<file path="config.mk">
export PLATFORM = sky130hd
export DESIGN_NAME = sv32_page_table_walker
export DESIGN_NICKNAME = d
export VERILOG_FILES = /design/src/design/sv32ptw_pkg.sv /design/src/design/sv32ptw_step.sv /design/src/design/sv32_page_table_walker.sv
export SDC_FILE = /design/constraint.sdc
export NUM_CORES = 1
export LEC_CHECK = 0
export BUFFER_PORTS_ARGS = -buffer_cell sky130_fd_sc_hd__buf_2
export CAP_MARGIN = 20
export CORE_MARGIN = 3
export CORE_UTILIZATION = 50
export CTS_CLUSTER_DIAMETER = 120
export DETAILED_ROUTE_END_ITERATION = 6
export PLACE_DENSITY_LB_ADDON = 0.05
export SYNTH_ARGS = -nofsm -noshare
export SYNTH_HDL_FRONTEND = slang
export SYNTH_SLANG_ARGS = --single-unit
</file>
<file path="constraint.sdc">
create_clock -name clk -period 6.02 [get_ports clk]
set_clock_uncertainty 0.2 [all_clocks]
set_input_delay 1.505 -clock clk [delete_from_list [all_inputs] [get_ports clk]]
set_output_delay 1.505 -clock clk [all_outputs]
set_load 0.01 [all_outputs]
</file>
<file path="src/design/sv32ptw_pkg.sv">
// sv32ptw_pkg: beat types, walk state, register set and codes for the sv32 page table walker
// no dependencies; imported by sv32ptw_step, sv32_page_table_walker, sv32ptw_checker and tb
package sv32ptw_pkg;

  // input beat: translate request or returned page table entry
  typedef struct packed {
    logic        opcode;
    logic [31:0] virtual_address;
    logic [1:0]  access_kind;
    logic        user_mode;
    logic [31:0] entry_word;
  } in_beat_t;

  // result beat
  typedef struct packed {
    logic [1:0]  result_kind;
    logic [31:0] address;
    logic [2:0]  fault_reason;
  } out_beat_t;

  // walk state carried between beats
  typedef struct packed {
    logic        busy;
    logic        level;
    logic [31:0] held_address;
    logic [1:0]  held_access;
    logic        held_user;
  } walk_state_t;

  // configuration register set
  typedef struct packed {
    logic        translate_enable;
    logic [21:0] root_page_number;
    logic        make_exec_readable;
  } cfg_regs_t;

  localparam logic OP_TRANSLATE = 1'b0;
  localparam logic OP_ENTRY     = 1'b1;

  localparam logic [1:0] KIND_READ  = 2'd0;
  localparam logic [1:0] KIND_DONE  = 2'd1;
  localparam logic [1:0] KIND_FAULT = 2'd2;

  localparam logic [1:0] ACC_READ  = 2'd0;
  localparam logic [1:0] ACC_WRITE = 2'd1;
  localparam logic [1:0] ACC_FETCH = 2'd2;

  localparam logic [2:0] FLT_INVALID    = 3'd0;
  localparam logic [2:0] FLT_RESERVED   = 3'd1;
  localparam logic [2:0] FLT_NO_LEAF    = 3'd2;
  localparam logic [2:0] FLT_PERMISSION = 3'd3;
  localparam logic [2:0] FLT_USER       = 3'd4;
  localparam logic [2:0] FLT_MISALIGNED = 3'd5;
  localparam logic [2:0] FLT_NONE       = 3'd0;

  localparam logic [1:0] CFG_TRANSLATE_ENABLE = 2'd0;
  localparam logic [1:0] CFG_ROOT_PAGE_NUMBER = 2'd1;
  localparam logic [1:0] CFG_MAKE_EXEC_READ   = 2'd2;

  localparam logic LEVEL_TOP  = 1'b1;
  localparam logic LEVEL_LEAF = 1'b0;

endpackage

</file>
<file path="src/design/sv32ptw_step.sv">
// sv32ptw_step: combinational check-and-form step for one beat of the walk
// depends on sv32ptw_pkg
module sv32ptw_step (
  input  sv32ptw_pkg::in_beat_t    beat,
  input  sv32ptw_pkg::cfg_regs_t   cfg,
  input  sv32ptw_pkg::walk_state_t cur,
  output sv32ptw_pkg::walk_state_t nxt,
  output logic                     has_result,
  output sv32ptw_pkg::out_beat_t   result
);
  import sv32ptw_pkg::*;

  logic       pte_v, pte_r, pte_w, pte_x, pte_u;
  logic [9:0] vpn0;
  logic [9:0] req_vpn1;
  logic       allowed;

  assign pte_v    = beat.entry_word[0];
  assign pte_r    = beat.entry_word[1];
  assign pte_w    = beat.entry_word[2];
  assign pte_x    = beat.entry_word[3];
  assign pte_u    = beat.entry_word[4];
  assign vpn0     = cur.held_address[21:12];
  assign req_vpn1 = beat.virtual_address[31:22];

  always_comb begin
    case (cur.held_access)
      ACC_READ:  allowed = pte_r | (cfg.make_exec_readable & pte_x);
      ACC_WRITE: allowed = pte_w;
      ACC_FETCH: allowed = pte_x;
      default:   allowed = 1'b0;
    endcase
  end

  always_comb begin
    nxt        = cur;
    has_result = 1'b0;
    result     = '{result_kind: KIND_DONE, address: 32'd0, fault_reason: FLT_NONE};
    if (beat.opcode == OP_TRANSLATE) begin
      has_result = 1'b1;
      nxt.level  = LEVEL_TOP;
      if (!cfg.translate_enable) begin
        nxt.busy       = 1'b0;
        result.address = beat.virtual_address;
      end else begin
        nxt.busy           = 1'b1;
        nxt.held_address   = beat.virtual_address;
        nxt.held_access    = beat.access_kind;
        nxt.held_user      = beat.user_mode;
        result.result_kind = KIND_READ;
        // root page * 4096 + vpn1 * 4, kept to 32 bits
        result.address     = {cfg.root_page_number[19:0], req_vpn1, 2'b00};
      end
    end else if (cur.busy) begin
      has_result = 1'b1;
      // any fault ends the walk; overridden below for the pointer and done cases
      nxt.busy           = 1'b0;
      nxt.level          = LEVEL_TOP;
      result.result_kind = KIND_FAULT;
      if (!pte_v) begin
        result.fault_reason = FLT_INVALID;
      end else if (!pte_r && pte_w) begin
        result.fault_reason = FLT_RESERVED;
      end else if (!pte_r && !pte_x) begin
        if (cur.level == LEVEL_LEAF) begin
          result.fault_reason = FLT_NO_LEAF;
        end else begin
          nxt.busy           = 1'b1;
          nxt.level          = LEVEL_LEAF;
          result.result_kind = KIND_READ;
          result.address     = {beat.entry_word[29:10], vpn0, 2'b00};
        end
      end else if (!allowed) begin
        result.fault_reason = FLT_PERMISSION;
      end else if (cur.held_user && !pte_u) begin
        result.fault_reason = FLT_USER;
      end else if (cur.level == LEVEL_TOP && beat.entry_word[19:10] != 10'd0) begin
        result.fault_reason = FLT_MISALIGNED;
      end else begin
        result.result_kind = KIND_DONE;
        // superpage takes vpn0 from the virtual address
        result.address = {beat.entry_word[29:20],
                          (cur.level == LEVEL_TOP) ? vpn0 : beat.entry_word[19:10],
                          cur.held_address[11:0]};
      end
    end
  end

endmodule

</file>
<file path="src/design/sv32_page_table_walker.sv">
// sv32_page_table_walker: top level, input register, walk state, result register, config
// depends on sv32ptw_pkg and sv32ptw_step
//
// Two-level Sv32 translation. A translate beat (opcode 0) either passes the
// address straight through as a done result (translation off) or starts a
// walk and returns a read-entry result with the level-one entry address. Each
// entry beat (opcode 1) returned by the memory side is checked and answered
// with the next entry address, the physical address or a numbered page fault;
// an entry beat while no walk is open is absorbed without a result. A new
// request drops any open walk. Timing: a beat is registered on input, checked
// by one short combinational step against the walk state, and its result
// lands in the output register as the beat advances out of the input register;
// one beat is taken every cycle while out_stall is low, set by the single
// input register draining into the single output register. The configuration
// port is always ready; writes are meant for idle periods.
module sv32_page_table_walker (
  input  logic                  clk,
  input  logic                  rst_n,
  input  logic                  in_valid,
  output logic                  in_stall,
  input  sv32ptw_pkg::in_beat_t in_data,
  output logic                  out_valid,
  input  logic                  out_stall,
  output sv32ptw_pkg::out_beat_t out_data,
  input  logic                  cfg_valid,
  output logic                  cfg_ready,
  input  logic [1:0]            cfg_index,
  input  logic [31:0]           cfg_data
);
  import sv32ptw_pkg::*;

  // input register
  logic        in_full_r;
  in_beat_t    in_beat_r;
  // walk state and configuration
  walk_state_t walk_r, walk_nxt;
  cfg_regs_t   cfg_r;
  // result register
  logic        out_full_r;
  out_beat_t   out_beat_r;

  logic        step_has_result;
  out_beat_t   step_result;
  logic        advance;

  // the registered beat moves on once the result register is free or draining
  assign advance   = in_full_r && (!out_full_r || !out_stall);
  assign in_stall  = in_full_r && !advance;
  assign out_valid = out_full_r;
  assign out_data  = out_beat_r;
  assign cfg_ready = 1'b1;

  sv32ptw_step u_step (
    .beat       (in_beat_r),
    .cfg        (cfg_r),
    .cur        (walk_r),
    .nxt        (walk_nxt),
    .has_result (step_has_result),
    .result     (step_result)
  );

  // input register
  always_ff @(posedge clk) begin
    if (!rst_n) begin
      in_full_r <= 1'b0;
    end else if (in_valid && !in_stall) begin
      in_full_r <= 1'b1;
    end else if (advance) begin
      in_full_r <= 1'b0;
    end
  end

  always_ff @(posedge clk) begin
    if (in_valid && !in_stall) begin
      in_beat_r <= in_data;
    end
  end

  // walk state follows the beat as it is processed
  always_ff @(posedge clk) begin
    if (!rst_n) begin
      walk_r <= '{busy: 1'b0, level: LEVEL_TOP, held_address: 32'd0,
                  held_access: 2'd0, held_user: 1'b0};
    end else if (advance) begin
      walk_r <= walk_nxt;
    end
  end

  // result register, filled only by beats that give a result
  always_ff @(posedge clk) begin
    if (!rst_n) begin
      out_full_r <= 1'b0;
    end else if (advance) begin
      out_full_r <= step_has_result;
    end else if (!out_stall) begin
      out_full_r <= 1'b0;
    end
  end

  always_ff @(posedge clk) begin
    if (advance && step_has_result) begin
      out_beat_r <= step_result;
    end
  end

  // configuration registers; an index beyond the list is ignored
  always_ff @(posedge clk) begin
    if (!rst_n) begin
      cfg_r <= '{translate_enable: 1'b0, root_page_number: 22'd0, make_exec_readable: 1'b0};
    end else if (cfg_valid && cfg_ready) begin
      case (cfg_index)
        CFG_TRANSLATE_ENABLE: cfg_r.translate_enable   <= cfg_data[0];
        CFG_ROOT_PAGE_NUMBER: cfg_r.root_page_number   <= cfg_data[21:0];
        CFG_MAKE_EXEC_READ:   cfg_r.make_exec_readable <= cfg_data[0];
        default: ;
      endcase
    end
  end

endmodule

</file>
# Word-level counts from Yosys, hierarchy flattened
# Cells that the tools add are included.
[classes] eq_ne=6 n_mux=32 reduce_logical=27 bitwise_logic=5
[ops] op="2-to-1 mux 34 bit" n=7
[ops] op="2-to-1 mux 37 bit" n=2
[ops] op="2-to-1 mux 32 bit" n=1
[ops] op="2-to-1 mux 3 bit" n=5
[ops] op="2-to-1 mux 2 bit" n=7
[ops] op="2-to-1 mux 10 bit" n=1
[ops] op="nonzero test 10 bit" n=1
[ops] op="logical AND 1 bit" n=8
[ops] op="2-to-1 mux 1 bit" n=8
[ops] op="AND reduction 2 bit" n=4
[ops] op="logical NOT 1 bit" n=7
[ops] op="AND reduction 3 bit" n=2
[ops] op="equality test 2 x 1 -> 1 bit, second input constant" n=2
[ops] op="equality test 2 bit, second input constant" n=2
[ops] op="logical NOT 2 bit" n=2
[ops] op="inequality test 2 x 1 -> 1 bit, second input constant" n=2
[ops] op="OR reduction 4 bit" n=1
[ops] op="NOT 1 bit" n=3
[ops] op="one-hot mux 1 bit (3 select lines)" n=1
[ops] op="nonzero test 2 bit" n=1
[ops] op="bitwise AND 1 bit" n=1
[ops] op="logical OR 1 bit" n=1
[ops] op="OR 1 bit" n=1
[totals] elab_cells=89 output_inout_bits=40 register_bits=154

# Logic depth before layout (Yosys ltp)
# Gate-level depths: netlist of the first run.
[logic_depth] word_depth=10 ltp_mapped=7 ltp_nobuf=4

# By module
# A second synthesis of the first run with hierarchy kept.
[hier_totals] cells_unflattened=560 hier_area_um2=7205.7
[modules_own_cells] module="sv32_page_table_walker" area_each_um2=5745.5 cells_each=383 n_inst=1
[modules_own_cells] module="sv32ptw_step" area_each_um2=1460.2 cells_each=177 n_inst=1

# Least setup slack after synthesis of the first run
# OpenSTA, ideal clock, no wires.
[synth_timing] kind="input-to-reg" startpoint="in out_stall" endpoint="reg in_beat_r[0] in the netlist's numbering (enable)" setup_ns=0.487 arrival_time_ns=4.461 n_path_buf=0 path_stages=2 path_slack_ns=0.872 cell_sequence="and3_1 -> nor2b_1"
[synth_via] elab_chain_len=7
[synth_rtl] element="start, declared" line="sv32_page_table_walker.sv:23" text="input logic out_stall,"
[synth_rtl] element="logical NOT 1 bit"
[synth_rtl] element="logical OR 1 bit" line="sv32_page_table_walker.sv:47" text="assign advance = in_full_r && (!out_full_r || !out_stall);"
[synth_rtl] element="logical AND 1 bit" line="sv32_page_table_walker.sv:47"
[synth_rtl] element="logical NOT 1 bit" line="sv32_page_table_walker.sv:48" text="assign in_stall = in_full_r && !advance;"
[synth_rtl] element="logical AND 1 bit" line="sv32_page_table_walker.sv:48"
[synth_rtl] element="logical NOT 1 bit" line="sv32_page_table_walker.sv:74" text="if (in_valid && !in_stall) begin"
[synth_rtl] element="logical AND 1 bit" line="sv32_page_table_walker.sv:74"
[synth_rtl] element="end signal, assigned" line="sv32_page_table_walker.sv:75" text="in_beat_r <= in_data;"
[synth_rtl] element="end, declared" line="sv32_page_table_walker.sv:34" text="in_beat_t in_beat_r;"
# No other way between the ends.
# A chain may end at the register's enable or synchronous reset.

# Worst setup path after layout of the first run
[layout_timing] startpoint="in out_stall" endpoint="out in_stall"
[layout_via] elab_chain_len=5
[layout_rtl] element="logical NOT 1 bit"
[layout_rtl] element="logical OR 1 bit" line="sv32_page_table_walker.sv:47"
[layout_rtl] element="logical AND 1 bit" line="sv32_page_table_walker.sv:47"
[layout_rtl] element="logical NOT 1 bit" line="sv32_page_table_walker.sv:48"
[layout_rtl] element="logical AND 1 bit" line="sv32_page_table_walker.sv:48"
[layout_rtl] element="end, declared" line="sv32_page_table_walker.sv:20" text="output logic in_stall,"
# No other way between the ends.

==> results.tsv, run 1 <==
metric	value	unit
status	finished clean	
vias	4228	
most frequent CP cell	buf_2	
met1 Use GR	0.2932	
largest cells by area after synthesis	edfxtp_1 (48%), dfxtp_1 (17%), nand2_1 (6.4%), a21boi_0 (5.9%), mux2i_1 (5.3%)	
initial core utilization	0.5214	
IO buf count	126	
top-count cell post-synth	nand2_1	
Clk network pwr share	0.444	
final hold violation count	0	
Critical Path Source Type	primary input	
hpwl dp	9330	um
GPL Wtd Cong	0.8338	
leading area contributor after synthesis	edfxtp_1	
Max Fclk	270.1	MHz
measured slew at the worst slew-check pin	1.036	ns
Worst EP required	4.32	ns
Overflow after GRT	0	
pwr/cell area	313.5	nW/um^2
CTS tree	yes	
Area after DPL	6783	sq um
Setup crit end	in_stall	
Overall Global Routing Usage	0.2207	
initial antenna violation count	1	
Final setup viols	0	
P_leak	2.710	nW
Via density	5.505	
largest net degree at the start of global routing	52	
final WL	14260	um
DRC	0	
global routing met2 resource utilization	0.3524	
Min-Delay Path Class	flop to flop	
nature of the critical path endpoint	primary output	
number of global-route vias before repair	4210	
first-pass GRT wire length	22100	um
most frequent cells after synthesis	nand2_1 (104), edfxtp_1 (98), dfxtp_1 (51)	
I/O Pins	147	
core area	11660	sq um
Gate Count Post-Synth	493	
ys async rst share	0	
Non-Filler Instances	768	
htree depth	4	
antenna diode count	0	
Rows	39	
Worst Setup SP	out_stall	
share of cells above drive strength 1	0.2800	
flop2flop setup slack	2.88	ns
Gate power share	0.056	
area of the mapped netlist	6081	sq um
post-CTS setup buffer count	0	
die area	13520	sq um
worst-path cell chain	buf_2 -> and3_1 -> buf_2	
Initial DRC Count	370	
reg2reg start	in_beat_r[67]	
R2R Path End	out_data[5]	
Clock Tree Buf Depth	2	
Syn. warnings	0	
sw power	484.6	uW
slowest CP cell	and3_1	
Yosys reg bits	149	
Root Driver	clkbuf_16	
Worst R2R Path Depth	5	
routed len/inst	18.57	um
Max FO, Critical Path	3	
worst setup path class	primary input to primary output	
Clock Pin Slew Worst Setup and Hold Paths	0.06	ns
placed cells	733	
NumNets Final	719	
DR pass1 iterations	4	
Seq/Total Area, Yosys	0.6519	
Skew-Pair Late Insertion Delay	0.42	ns
Post-DRT Antenna Nets	0	
WP data arrival	2.00	ns
worst vdd ir	0.2342	mV
post_cts resized	0	
synth unique cells	42	
Post-synth EDFFs	98	
Sink Count	149	
Slew headroom	0.3096	
syn_area_per_cell	12.33	sq um
layer with the highest usage	met2	
Top FF cell, synth	edfxtp_1	
Setup TNS	0	ns
Final Cycle Share	0.6151	
fin crit period	3.703	ns
synth-to-layout area growth	21.75	%
top cell type's share of synthesized area	0.4840	
RSZ-0062 raised after global routing	false	
crit-path max cell delay	0.24	ns
cell area after layout	7403	sq um
sequential share of power	0.500	
net count after synthesis	600	
die width	116.3	um
switch share	0.2088	
chip height	116.3	um
hold_buf cts	0	
Int Pwr	1.837	mW
maxcap violations	0	
TritonCTS buffer count	17	
grt met3 use	0.05855	
Final Max Slew Viols	0	
placed cells by master, fill, tap and decap left out, drive strengths merged:
master	Yosys	routed
inv	3	3
o21ai	2	2
and2b	1	1
nand2b	5	5
nand2	105	105
nor3b	4	4
o32ai	1	1
a31oi	10	10
nor3	1	1
a22o	2	2
nor4b	1	1
o211ai	1	1
nor2b	5	5
o41ai	1	1
nand3	3	3
a211oi	1	1
a21o	1	1
dfxtp	51	51
o21a	3	3
nand3b	2	2
clkinvlp	0	3
and2	1	1
or2b	1	1
a2111oi	1	1
nor4	3	3
and3b	1	1
nor2	34	34
mux2i	32	32
a21boi	48	48
clkinv	0	6
o31a	1	1
conb	1	1
a221o	21	21
bufinv	0	3
and3	6	6
o31ai	11	11
buf	7	130
edfxtp	98	98
clkbuf	22	21
worst min path at each step:
stage	endpoint	slack [ns]	from	cells past startpoint
2_1_floorplan	cfg_r[10]	0.24	cfg_r[10]	2
3_3_place_gp	walk_r[14]	0.25	walk_r[14]	2
3_5_place_dp	cfg_r[12]	0.26	cfg_r[12]	2
4_1_cts	cfg_r[5]	0.27	cfg_r[5]	2
5_1_grt	walk_r[12]	0.29	walk_r[12]	2
6_report	walk_r[6]	0.27	walk_r[6]	2
critical path, delay by kind of cell:
family,cells,cell delay (ns)
buffers and inverters,2,0.24
and+or+nand+nor,1,0.24
power groups by stage:
stage | Combinational, mW | Sequential (mW) | Clock [mW]
after floorplan | 0.0702 | 1.18 | 0
after global placement | 0.125 | 1.18 | 0
final | 0.130 | 1.16 | 1.03
after detailed placement | 0.128 | 1.18 | 0
after CTS | 0.129 | 1.16 | 1.04
after global routing | 0.143 | 1.16 | 1.09
cell families (layout without fill, tap and decap cells):
logic type / after synthesis / in the layout / synth area share
flip-flops: 149 / 149 / 0.6519
AO/OA/AOI/OAI: 104 / 104 / 0.1440
AND/OR/NAND/NOR: 173 / 173 / 0.1261
other: 1 / 1 / 0.0006167
buffers and inverters: 34 / 166 / 0.02469
multiplexers: 32 / 32 / 0.05268
through the flow:
stage / util / hold slack, ns / worst slack, ns / total power [mW]
after global routing: 0.6348 / 0.2892 / 2.276 / 2.399
final: 0.6348 / 0.2653 / 2.317 / 2.321
after CTS: 0.6307 / 0.2681 / 2.316 / 2.334
after detailed placement: 0.5816 / 0.2601 / 2.318 / 1.309
after floorplan: - / 0.2431 / 0.8717 / 1.246
after global placement: 0.5816 / 0.2516 / 2.334 / 1.305
area by class of cell:
cell class / instances / area (sq um)
well taps: 143 / 178.9
repair buffers: 131 / 693.2
fillers: 934 / 4259
inverters: 3 / 11.26
flip-flops and latches: 149 / 3965
clock buffers: 20 / 436.7
clock inverters: 12 / 136.4
multi-input cells: 310 / 1982
registers in the layout, summed over array words and instances, names as in the netlist:
register   count
cfg_r         22
out_valid      1
out_data      37
in_full_r      1
walk_r        27
in_beat_r     61
layer usage:
metal / share of wire / up-vias
met5: 0.00091 / -
met2: 0.48 / 138
li1: - / 2044
met4: 0.015 / 2
met1: 0.44 / 2025
met3: 0.058 / 19
Power figures use the tool's default switching activity.
==> run 2, diff against run 1 <==
- ABC_AREA: default -> 1
- clock period: 6.02 -> 3.6 ns (I/O delays scaled with it)
==> run 2 against run 1 <==
  * Non-clock buffer count rose by 4
  * Worst setup slack lost 1.2 ns
  * Sequential share of layout area shrank 1.1 points
  * Final cell count is 22% higher
  * Flip-flop and latch count did not move
  * Largest power group unchanged
  * Via count grew 14%
  * Synthesized cell count is 30% higher
  * Cell area rose by 2.1%
  * Sequential power increased by 67%
==> results.tsv, run 2 <==
metric	value	unit	change
Setup TNS	0	ns	unchanged
first-pass GRT wire length	24390	um	was 22,100 um
largest cells by area after synthesis	edfxtp_1 (47%), dfxtp_1 (16%), nand2_1 (8.8%), nor2_1 (6.9%), o21ai_0 (5.3%)		was edfxtp_1 (48%), dfxtp_1 (17%), nand2_1 (6.4%), a21boi_0 (5.9%), mux2i_1 (5.3%)
commonest non-fill, non-tap cells in the layout	nand2_1 (145), buf_2 (126), nor2_1 (114), edfxtp_1 (98), o21ai_0 (66)		was buf_2 (126), nand2_1 (104), edfxtp_1 (98), dfxtp_1 (50), a21boi_0 (48)
DRC	0		unchanged
die area	13790	sq um	was 13,520 sq um
DR pass1 iterations	5		was 4
syn_area_per_cell	9.712	sq um	was 12.33 sq um
Sink Count	149		unchanged
P_leak	3.254	nW	was 2.710 nW
htree depth	4		unchanged
area of the mapped netlist	6206	sq um	was 6081 sq um
pwr/cell area	544.8	nW/um^2	was 313.5 nW/um^2
Top FF cell, synth	edfxtp_1		unchanged
hold_buf cts	0		unchanged
core area	12060	sq um	was 11,660 sq um
commonest non-fill, non-tap cell in the layout	nand2_1		was buf_2
Final WS setup	1.089	ns	was 2.317 ns
Overflow after GRT	0		unchanged
reg2reg start	in_beat_r[1]		was in_beat_r[67]
R2R Path End	out_data[36]		was out_data[5]
Post-synth EDFFs	98		unchanged
final WL	14960	um	was 14,260 um
Root Driver	clkbuf_16		unchanged
WP data arrival	2.47	ns	was 2.00 ns
Max FO, Critical Path	12		was 3
flop2flop setup slack	1.09	ns	was 2.88 ns
antenna diode count	0		unchanged
IO buf count	126		unchanged
sequential share of power	0.471		was 0.500
hold path depth	2		unchanged
Via density	5.116		was 5.505
Min-Delay Path Class	flop to flop		unchanged
NumNets Final	864		was 719
vias	4799		was 4,228
Critical Path Source Type	flop		was primary input
number of flip-flops in the largest register	61		unchanged
Gate Count Post-Synth	639		was 493
Yosys reg bits	149		unchanged
top-count cell post-synth	nand2_1		unchanged
hpwl dp	10050	um	was 9330 um
synth-to-layout area growth	21.75	%	about the same
routed len/inst	15.94	um	was 18.57 um
Clock Tree Buf Depth	2		unchanged
largest net degree at the start of global routing	49		was 52
Final Max Slew Viols	0		unchanged
TritonCTS buffer count	17		unchanged
I/O Pins	147		unchanged
Clk network pwr share	0.467		was 0.444
fin crit period	2.511	ns	
Max Fclk	398.2	MHz	
chip height	117.4	um	was 116.3 um
measured slew at the worst slew-check pin	0.7710	ns	was 1.036 ns
Worst R2R Path Depth	6		was 5
Initial DRC Count	329		was 370
Worst Hold Launch	walk_r[0]		was walk_r[6]
Syn. warnings	0		unchanged
sw power	884.7	uW	was 484.6 uW
Clock Pin Slew Worst Setup and Hold Paths	0.06	ns	about the same
Post-DRT Antenna Nets	0		unchanged
Seq/Total Area, Yosys	0.6387		was 0.6519
Rows	40		was 39
worst vdd ir	0.3964	mV	was 0.2342 mV
die width	117.4	um	was 116.3 um
Gate power share	0.062		was 0.056
final hold violation count	0		unchanged
Worst Setup SP	in_beat_r[1]		was out_stall
net count after synthesis	746		was 600
nature of the critical path endpoint	flop		was primary output
Int Pwr	3.232	mW	was 1.837 mW
RSZ-0062 raised after global routing	false		unchanged
Slew headroom	0.4860		was 0.3096
most frequent cells after synthesis	nand2_1 (145), nor2_1 (114), edfxtp_1 (98)		was nand2_1 (104), edfxtp_1 (98), dfxtp_1 (51)
Skew-Pair Late Insertion Delay	0.42	ns	about the same
status	finished clean		unchanged
top cell type's share of synthesized area	0.4742		was 0.4840
maxcap violations	0		unchanged
Worst EP required	3.55	ns	was 4.32 ns
share of cells above drive strength 1	0.2558		was 0.2800
initial antenna violation count	0		was 1
number of global-route vias before repair	4726		was 4,210
post_cts resized	0		unchanged
ys async rst share	0		unchanged
Biggest register	in_beat_r		unchanged
worst setup path class	flop to flop		was primary input to primary output
synth unique cells	30		was 42
leading area contributor after synthesis	edfxtp_1		unchanged
worst slack, placed	0.7455	ns	was 2.318 ns
Hold Path End	walk_r[0]		was walk_r[6]
post-CTS setup buffer count	0		unchanged
GPL Wtd Cong	0.8050		was 0.8338
Final Cycle Share	0.6976		
switch share	0.2149		was 0.2088
Overall Global Routing Usage	0.2263		was 0.2207
CTS tree	yes		unchanged
initial core utilization	0.5145		was 0.5214
Final setup viols	0		unchanged
## run 2: changes by cell type in the layout (fill, tap and decap cells not counted), sizes merged, moves of 6 or more
cell / delta
a21boi: -48
a21oi: +21
a221o: -21
a31oi: -10
and3: -6
inv: +34
mux2i: -32
nand2: +55
nand3: +25
nor2: +85
o211ai: +10
o21ai: +70
o31ai: -11
## run 2: per-layer routing
layer	track usage	routed length, um	vias up
met4	0.07185	199	0
met1	0.3108	6727	2226
li1	-	-	2354
met2	0.3497	6785	202
met5	0	0	-
met3	0.06461	1242	17
## run 2: worst max-delay path, stage by stage, from the launching register on
cell and delay [ns]:
edfxtp_1 0.42, nor2_1 0.53, nand2_1 0.10, inv_1 0.31, nand2_1 0.20, nand2_1 0.37
a21oi_1 0.12
## run 2: power groups by stage
stage | Combinational [mW] | Sequential, mW | Clock (mW)
6_report | 0.256 | 1.94 | 1.92
4_1_cts | 0.256 | 1.94 | 1.94
3_3_place_gp | 0.249 | 1.97 | 0
2_1_floorplan | 0.146 | 1.97 | 0
5_1_grt | 0.288 | 1.95 | 2.02
3_5_place_dp | 0.254 | 1.97 | 0
## run 2: kinds of logic (layout without fill, tap and decap cells)
kind of cell    after synthesis  count (layout)  share of synthesized area
buf+inv                      72             203                    0.05927
simple gates                312             312                     0.2101
other cells                   1               1                  0.0006043
flops                       149             149                     0.6387
compound gates              105             105                    0.09133
## run 2: worst max-delay path by stage
stage / end
6_report: out_data[36]
5_1_grt: out_data[36]
4_1_cts: out_data[36]
3_5_place_dp: out_data[4]
3_3_place_gp: out_data[4]
2_1_floorplan: in_beat_r[0]
## run 2: metrics by stage
step                      hold slack [ns]  cell area [sq um]  total power [mW]    util  std cells
after floorplan                    0.2293               6206             2.119       -        639
final                              0.2589               7556             4.117  0.6265        938
after global placement             0.2414               6899             2.223  0.5720        906
after global routing               0.2917               7556             4.254  0.6265        938
after CTS                          0.2571               7556             4.139  0.6265        938
after detailed placement           0.2491               6899             2.228  0.5720        906
## run 2: area by class of cell
class | instances | area (sq um)
Clock buffer | 22 | 518.0
Clock inverter | 10 | 138.9
Fill cell | 1038 | 4506
Inverter | 36 | 135.1
Multi-Input combinational cell | 418 | 1879
Sequential cell | 149 | 3964
Tap cell | 168 | 210.2
Timing Repair Buffer | 135 | 710.7
